--- src/rtl/indexed_list_insert_remove_macros.svh ---
// Assertion helpers for the indexed list block.
// Both expect a clock named i_clk and an active-low reset named i_rst_n.
`ifndef INDEXED_LIST_INSERT_REMOVE_MACROS_SVH
`define INDEXED_LIST_INSERT_REMOVE_MACROS_SVH

// Same-cycle implication.
`define ILIR_ASSERT_NOW(label, ante, cons) \
    label: assert property (@(posedge i_clk) disable iff (!i_rst_n) (ante) |-> (cons)) \
        else $error("ilir assertion failed");

// Next-cycle implication.
`define ILIR_ASSERT_NEXT(label, ante, cons) \
    label: assert property (@(posedge i_clk) disable iff (!i_rst_n) (ante) |=> (cons)) \
        else $error("ilir assertion failed");

`endif

--- src/rtl/ilir_pkg.sv ---
package ilir_pkg;

    // Fixed geometry of the list
    localparam int CAPACITY   = 64;
    localparam int WORD_WIDTH = 32;
    localparam int CMD_W      = 3;
    localparam int CNT_W      = 7;
    localparam int STAT_W     = 2;
    localparam int IDX_W      = $clog2(CAPACITY);

    typedef logic [WORD_WIDTH-1:0] t_word;
    typedef logic [CNT_W-1:0]      t_cnt;
    typedef logic [IDX_W-1:0]      t_idx;
    typedef logic [CMD_W-1:0]      t_cmd;
    typedef logic [STAT_W-1:0]     t_stat;
    typedef logic [1:0]            t_cell_op;

    localparam t_cnt CAP_CNT = t_cnt'(CAPACITY);

    // Command codes
    localparam t_cmd CMD_PUSH   = 3'd0;
    localparam t_cmd CMD_POP    = 3'd1;
    localparam t_cmd CMD_INSERT = 3'd2;
    localparam t_cmd CMD_REMOVE = 3'd3;
    localparam t_cmd CMD_READ   = 3'd4;
    localparam t_cmd CMD_WRITE  = 3'd5;

    // Status codes
    localparam t_stat STAT_OK    = 2'd0;
    localparam t_stat STAT_EMPTY = 2'd1;
    localparam t_stat STAT_RANGE = 2'd2;
    localparam t_stat STAT_FULL  = 2'd3;

    // Cell operations broadcast along the row
    localparam t_cell_op CELL_HOLD   = 2'd0;
    localparam t_cell_op CELL_LOAD   = 2'd1;
    localparam t_cell_op CELL_INSERT = 2'd2;
    localparam t_cell_op CELL_REMOVE = 2'd3;

    typedef struct packed {
        t_cell_op op;
        t_cnt     pos;
        t_cnt     count;
    } t_cell_ctrl;

endpackage

--- src/rtl/ilir_cell.sv ---
module ilir_cell (
    input  logic                i_clk,
    input  ilir_pkg::t_cnt      i_index,
    input  ilir_pkg::t_cell_ctrl i_ctrl,
    input  ilir_pkg::t_word     i_value,
    input  ilir_pkg::t_word     i_lower,
    input  ilir_pkg::t_word     i_upper,
    output ilir_pkg::t_word     o_data
);
    import ilir_pkg::*;

    t_word r_data;
    t_word n_data;

    // Local decision from the broadcast op and this cell's place in the row
    always_comb begin
        n_data = r_data;
        case (i_ctrl.op)
            CELL_HOLD: begin
                n_data = r_data;
            end
            CELL_LOAD: begin
                if (i_index == i_ctrl.pos) begin
                    n_data = i_value;
                end
            end
            CELL_INSERT: begin
                if (i_index == i_ctrl.pos) begin
                    n_data = i_value;
                end else if (i_index > i_ctrl.pos && i_index <= i_ctrl.count) begin
                    n_data = i_lower;
                end
            end
            CELL_REMOVE: begin
                if (i_index >= i_ctrl.pos && (i_index + 1'b1) < i_ctrl.count) begin
                    n_data = i_upper;
                end
            end
            default: begin
                n_data = r_data;
            end
        endcase
    end

    always_ff @(posedge i_clk) begin
        r_data <= n_data;
    end

    assign o_data = r_data;

endmodule

--- config.mk ---
export PLATFORM = sky130hd
export DESIGN_NAME = ilir_cell
export DESIGN_NICKNAME = d
export VERILOG_FILES = /design/src/rtl/indexed_list_insert_remove_macros.svh /design/src/rtl/ilir_pkg.sv /design/src/rtl/ilir_cell.sv
export SDC_FILE = /design/constraint.sdc
export NUM_CORES = 1
export LEC_CHECK = 0
export BUFFER_PORTS_ARGS = -buffer_cell sky130_fd_sc_hd__buf_4
export CORE_MARGIN = 2
export CORE_UTILIZATION = 40
export CTS_CLUSTER_DIAMETER = 80
export CTS_CLUSTER_SIZE = 10
export DETAILED_ROUTE_END_ITERATION = 8
export HOLD_SLACK_MARGIN = 0.02
export PLACE_DENSITY_LB_ADDON = 0.05
export SYNTH_ARGS = -nofsm -noshare
export SYNTH_HDL_FRONTEND = slang
export SYNTH_SLANG_ARGS = --single-unit
export TNS_END_PERCENT = 30
--- constraint.sdc ---
create_clock -name i_clk -period 4.3 [get_ports i_clk]
set_clock_uncertainty 0.15 [all_clocks]
set_input_delay 0.43 -clock i_clk [delete_from_list [all_inputs] [get_ports i_clk]]
set_output_delay 0.43 -clock i_clk [all_outputs]
set_load 0.1 [all_outputs]
==> results of run 1 <==
## worst paths after layout
path,from,endpoint,slack (ns),cells after the start
worst max-delay path,i_index[0],o_data[2],1.51,9
worst min-delay path,i_value[14],o_data[14],0.31,3
## layout make-up
type	count	area (sq um)
multi-input cells	195	1240
well taps	72	90.1
clock buffers	5	68.8
repair buffers	153	1150
fillers	497	1980
clock inverters	3	37.5
inverters	14	52.6
flip-flops and latches	32	961
## metal layers
metal	track usage [%]	vias up	part of all wire, %
li1	-	1225	-
met2	37.7	97	50
met1	25.2	1107	39
met3	5.96	12	8.8
met4	8.47	0	2.2
met5	0	-	0
## kinds of logic after synthesis
kind of cell,share of synthesized area [%]
XOR/XNOR,1.87
buffers and inverters,6.34
AND/OR/NAND/NOR,17.1
adder cells (fa/ha/maj),11.7
flip-flops,40.9
AO/OA/AOI/OAI,22.0
## cell usage in the layout, fill, tap and decap left out, drive strengths merged
| master | n |
|---|---|
| clkbuf | 5 |
| inv | 14 |
| clkinv | 2 |
| a21oi | 40 |
| nor2b | 1 |
| nor3 | 33 |
| nand4 | 4 |
| edfxtp | 32 |
| and3 | 1 |
| xnor2 | 4 |
| a21boi | 1 |
| buf | 153 |
| o21ai | 5 |
| a21o | 2 |
| bufinv | 1 |
| o21bai | 32 |
| o211ai | 1 |
| nand3 | 8 |
| o31ai | 1 |
| a32o | 1 |
| ha | 22 |
| nand2 | 1 |
| nand3b | 1 |
| xor2 | 1 |
| nor2 | 36 |
## where the power goes
| part | switching [mW] | total [mW] | internal, mW |
|---|---|---|---|
| clock network | 0.110 | 0.279 | 0.169 |
| logic | 0.383 | 0.549 | 0.167 |
| registers | 0.0103 | 0.401 | 0.391 |
## worst max-delay path: cells and delay by family
kind / cells / cell delay (ns)
AO/OA/AOI/OAI: 3 / 1.01
adder cells (fa/ha/maj): 1 / 0.30
buffers and inverters: 3 / 0.54
AND/OR/NAND/NOR: 2 / 0.25
## stage by stage
stage	instance area, sq um	cells
3_3_place_gp	3490	466
6_report	3600	474
2_1_floorplan	2350	258
3_5_place_dp	3490	466
5_1_grt	3600	474
4_1_cts	3600	474
==> flow_summary_export.csv, run 1 <==
group,metric,value,unit
synth,ys_async_sr_fraction,0,%
synth,ys_ff_latch,32,
power_and_ir_drop,p_total,1.23,mW
sta,min_period,2.79,ns
sta,hold_viol,0,
sta,final.setup.tns,0,ns
synth,ys_types,28,
final_layout,largest_reg_flops,32,
grt,antenna_found_initial,0,
power_and_ir_drop,cellPowerDensity,342,mW/mm^2
clocking,cts_hold_buf,0,
route,drc_errors,0,
synth,synth-edff-count,32,
sta,setup_slack,1.51,ns
synth,syn_inst,258,
placement,portBuffers,151,
route,drtIter0Drc,90,
clocking,tritoncts,"done",
synth,netlist_top_cells_count,"a21oi_1 (40), nor2_1 (35), nor3_1 (33), edfxtp_1 (32), o21bai_1 (32)",
sta,rsz0062_at_grt,"no",
worst_setup_path,slowest_stage,"a32o_2",
floorplan,initial_core_util,42.1,%
clocking,htree_levels,2,
grt,grt_pass1_vias,2313,
final_layout,areaGrowthSynthToFinish,53.3,%
floorplan,core,0.00557,sq mm
floorplan,die_w,80.6,microns
sta,slew_viol_final,0,
final_layout,drive_above_1_share,40.8,%
clocking,cts_resized,0,
placement,gp_congestion,0.848,
clocking,cts_root_buf,"clkbuf_8",
worst_setup_path,start_kind,"input port",
final_layout,nets,543,
clocking,clockBufferDepth,2,
synth,synthesis.nets,400,
synth,yosysTopAreaCellShare,40.9,%
synth,ys_seq_area_share,40.9,%
worst_hold_path,min_path_type,"in2reg",
worst_setup_path,crit_type,"in2reg",
final_layout,diodes,0,
route,vias_per_cell,5.15,
power_and_ir_drop,ir_drop,0.000152,V
floorplan,die_y,80.6,microns
synth,yosysTopAreaCell,"edfxtp_1",
synth,yosysMostFrequentCell,"a21oi_1",
worst_setup_path,worstPathRequired,4.06,ns
clocking,cts_setup_buffers,0,
clocking,clk_pin_slew,0.07,ns
clocking,numCtsBuffers,5,
worst_setup_path,cp-end-kind,"flip-flop",
sta,hold_ws,0.306,ns
placement,pre_cts_ws,1.18,ns
route,num_vias,2441,
grt,grt_pass1_wl,10700,microns
final_layout,utilization,64.5,%
clocking,numClockSinks,32,
route,post_drt_wl_per_cell,15.2,microns
sta,setup_violations,0,
sta,finalCritPeriodShare,65.0,%
grt,grt_usage,21.7,%
grt,grt-ovfl-total,0,
synth,syn_avg_cell_area,9.10,sq um
worst_setup_path,cp_max_fo,35,
grt,grt_max_degree,37,
run_status,status,"finished clean",
worst_setup_path,crit_chain,"buf_4 > inv_1 > ha_1 > nand4_1 > nor2_4 > buf_4 > o21ai_0 > o21ai_0 > a32o_2",
synth,yosysWarnings,0,
sta,maxSlewHeadroom,43.7,%
synth,yosys-top-cells-area,"edfxtp_1 (41%), ha_1 (12%), o21bai_1 (10%), a21oi_1 (8.5%), nor3_1 (7.0%)",
placement,place_hpwl,5320,microns
floorplan,dieArea,0.00650,sq mm
worst_setup_path,max_stage_delay,0.76,ns
sta,worst_pin_slew,0.845,ns
route,drt-total-wl,7190,microns
floorplan,io-pin-count,152,
synth,synth_flop_cell,"edfxtp_1",
sta,clock.fmax,0.358,GHz
power_and_ir_drop,p_leak,1.66,nW
flow_run,drv_cap,0,
synth,synth.cell_area,0.00235,sq mm
route,firstDrtPassIters,4,
floorplan,std_cell_rows,27,
worst_setup_path,crit_arrival,2.55,ns
route,ant_nets,0,
No activity file was read; power rests on OpenSTA's default activity.
==> run 2, diff against run 1 <==
CORE_UTILIZATION = 39   (was 40)
clock period = 2.5 ns   (was 4.3 ns; I/O delays follow)
==> run 2 against run 1 <==
Cell area is 1.7% higher. Clock-buffer cell count stayed put. Highest routed layer unchanged. Largest cell class unchanged. Non-clock buffer count is 6 higher. Sequential power is 72% higher. First-iteration DRC count is 34% higher.
==> flow_summary_export.csv, run 2 (synthesis results as in run 1) <==
group,metric,value,unit
run_status,status,"finished clean",
worst_setup_path,cp-endpoint,"o_data[28]",
final_layout,mostFrequentLayoutCells,"buf_4 (158), a21oi_1 (40), nor2_1 (35), nor3_1 (33)",
power_and_ir_drop,ir_drop,0.000403,V
sta,slew_viol_final,0,
grt,antenna_found_initial,0,
floorplan,dieArea,0.00666,sq mm
clocking,cts_resized,0,
placement,portBuffers,151,
route,post_drt_wl_per_cell,14.8,microns
placement,dpl_cell_area,0.00355,sq mm
worst_hold_path,hold_depth,3,
sta,setup_violations,0,
floorplan,io-pin-count,152,
worst_setup_path,crit_type,"in2reg",
sta,rsz0062_at_grt,"no",
grt,grt-ovfl-total,0,
power_and_ir_drop,cellPowerDensity,579,mW/mm^2
final_layout,drive_above_1_share,41.7,%
floorplan,die_w,81.6,microns
clocking,tritoncts,"done",
route,drc_errors,0,
clocking,cts_setup_buffers,0,
final_layout,diodes,0,
sta,hold_viol,0,
clocking,htree_levels,2,
final_layout,largest_reg_flops,32,
placement,place_hpwl,5490,microns
clocking,clockBufferDepth,2,
power_and_ir_drop,p_leak,1.69,nW
sta,finalCritPeriodShare,87.1,%
route,drt-total-wl,7130,microns
grt,grt_usage,20.4,%
worst_setup_path,worstPathRequired,2.34,ns
floorplan,std_cell_rows,28,
sta,worst_pin_slew,0.374,ns
placement,pre_cts_ws,0.0236,ns
worst_setup_path,cp_max_fo,10,
flow_run,drv_cap,0,
worst_setup_path,cp-end-kind,"flip-flop",
grt,grt_max_degree,34,
grt,grt_pass1_vias,2271,
worst_setup_path,startpoint,"i_index[0]",
clocking,numCtsBuffers,5,
worst_setup_path,crit_arrival,2.01,ns
clocking,numClockSinks,32,
clocking,clk_pin_slew,0.06,ns
sta,min_period,2.18,ns
route,ant_nets,0,
sta,clock.fmax,0.459,GHz
sta,setup_slack,0.323,ns
final_layout,layout.cells.non_filler,483,
floorplan,core,0.00589,sq mm
floorplan,die_y,81.6,microns
route,drtIter0Drc,121,
sta,final.setup.tns,0,ns
placement,placed_cells,475,
final_layout,areaGrowthSynthToFinish,55.9,%
final_layout,final_common_cell,"buf_4",
final_layout,final_area,0.00366,sq mm
route,firstDrtPassIters,4,
route,num_vias,2468,
floorplan,initial_core_util,39.9,%
worst_setup_path,start_kind,"input port",
grt,grt_pass1_wl,10400,microns
sta,maxSlewHeadroom,75.1,%
clocking,cts_root_buf,"clkbuf_8",
clocking,cts_hold_buf,0,
worst_hold_path,min_path_type,"in2reg",
final_layout,nets,549,
placement,gp_congestion,0.859,
route,vias_per_cell,5.11,
run 2: per-stage QoR:
step	total power [mW]	hold slack, ns	utilization, %
final	2.12	0.144	62.2
after CTS	2.13	0.133	62.2
after global placement	1.65	0.422	60.4
after detailed placement	1.66	0.426	60.4
after floorplan	1.36	0.330	-
after global routing	2.20	0.138	62.2
run 2: power breakdown:
group | leakage [nW] | total, mW | internal (mW) | switching, mW
Sequential | 0.306 | 0.688 | 0.671 | 0.0166
Combinational | 1.33 | 0.960 | 0.298 | 0.662
Clock | 0.0532 | 0.471 | 0.290 | 0.181
Total | 1.69 | 2.12 | 1.26 | 0.860
run 2: worst min-delay path by stage:
| stage | slack (ns) | start | end |
|---|---|---|---|
| floorplan | 0.33 | i_value[14] | o_data[14] |
| global placement | 0.42 | i_value[5] | o_data[5] |
| detailed placement | 0.43 | i_value[7] | o_data[7] |
| CTS | 0.13 | i_value[5] | o_data[5] |
| global route | 0.14 | i_value[28] | o_data[28] |
| finish | 0.14 | i_value[1] | o_data[1] |
run 2: layout make-up:
cell class / instances / area [sq um]
Multi-Input combinational cell: 195 / 1240
Clock buffer: 5 / 68.8
Timing Repair Buffer: 159 / 1210
Fill cell: 528 / 2230
Tap cell: 75 / 93.8
Clock inverter: 3 / 37.5
Inverter: 14 / 52.6
Sequential cell: 32 / 961
run 2: worst max-delay path, stage by stage:
cell and delay, ns:
buf_4 0.11, ha_1 0.22, nand3_1 0.13, xnor2_1 0.21, ha_1 0.28, nand4_1 0.12, nand3_1 0.09, o21ai_0 0.17
a32o_2 0.24, buf_4 0.20
run 2: layer usage:
metal,share of wire [%],up-vias,GRT usage [%],routed length [microns]
met2,52,120,37.7,3740
met5,0,-,0,0
met1,37,1103,23.0,2630
met3,9.4,8,5.38,668
li1,-,1237,-,-
met4,1.2,0,5.83,89
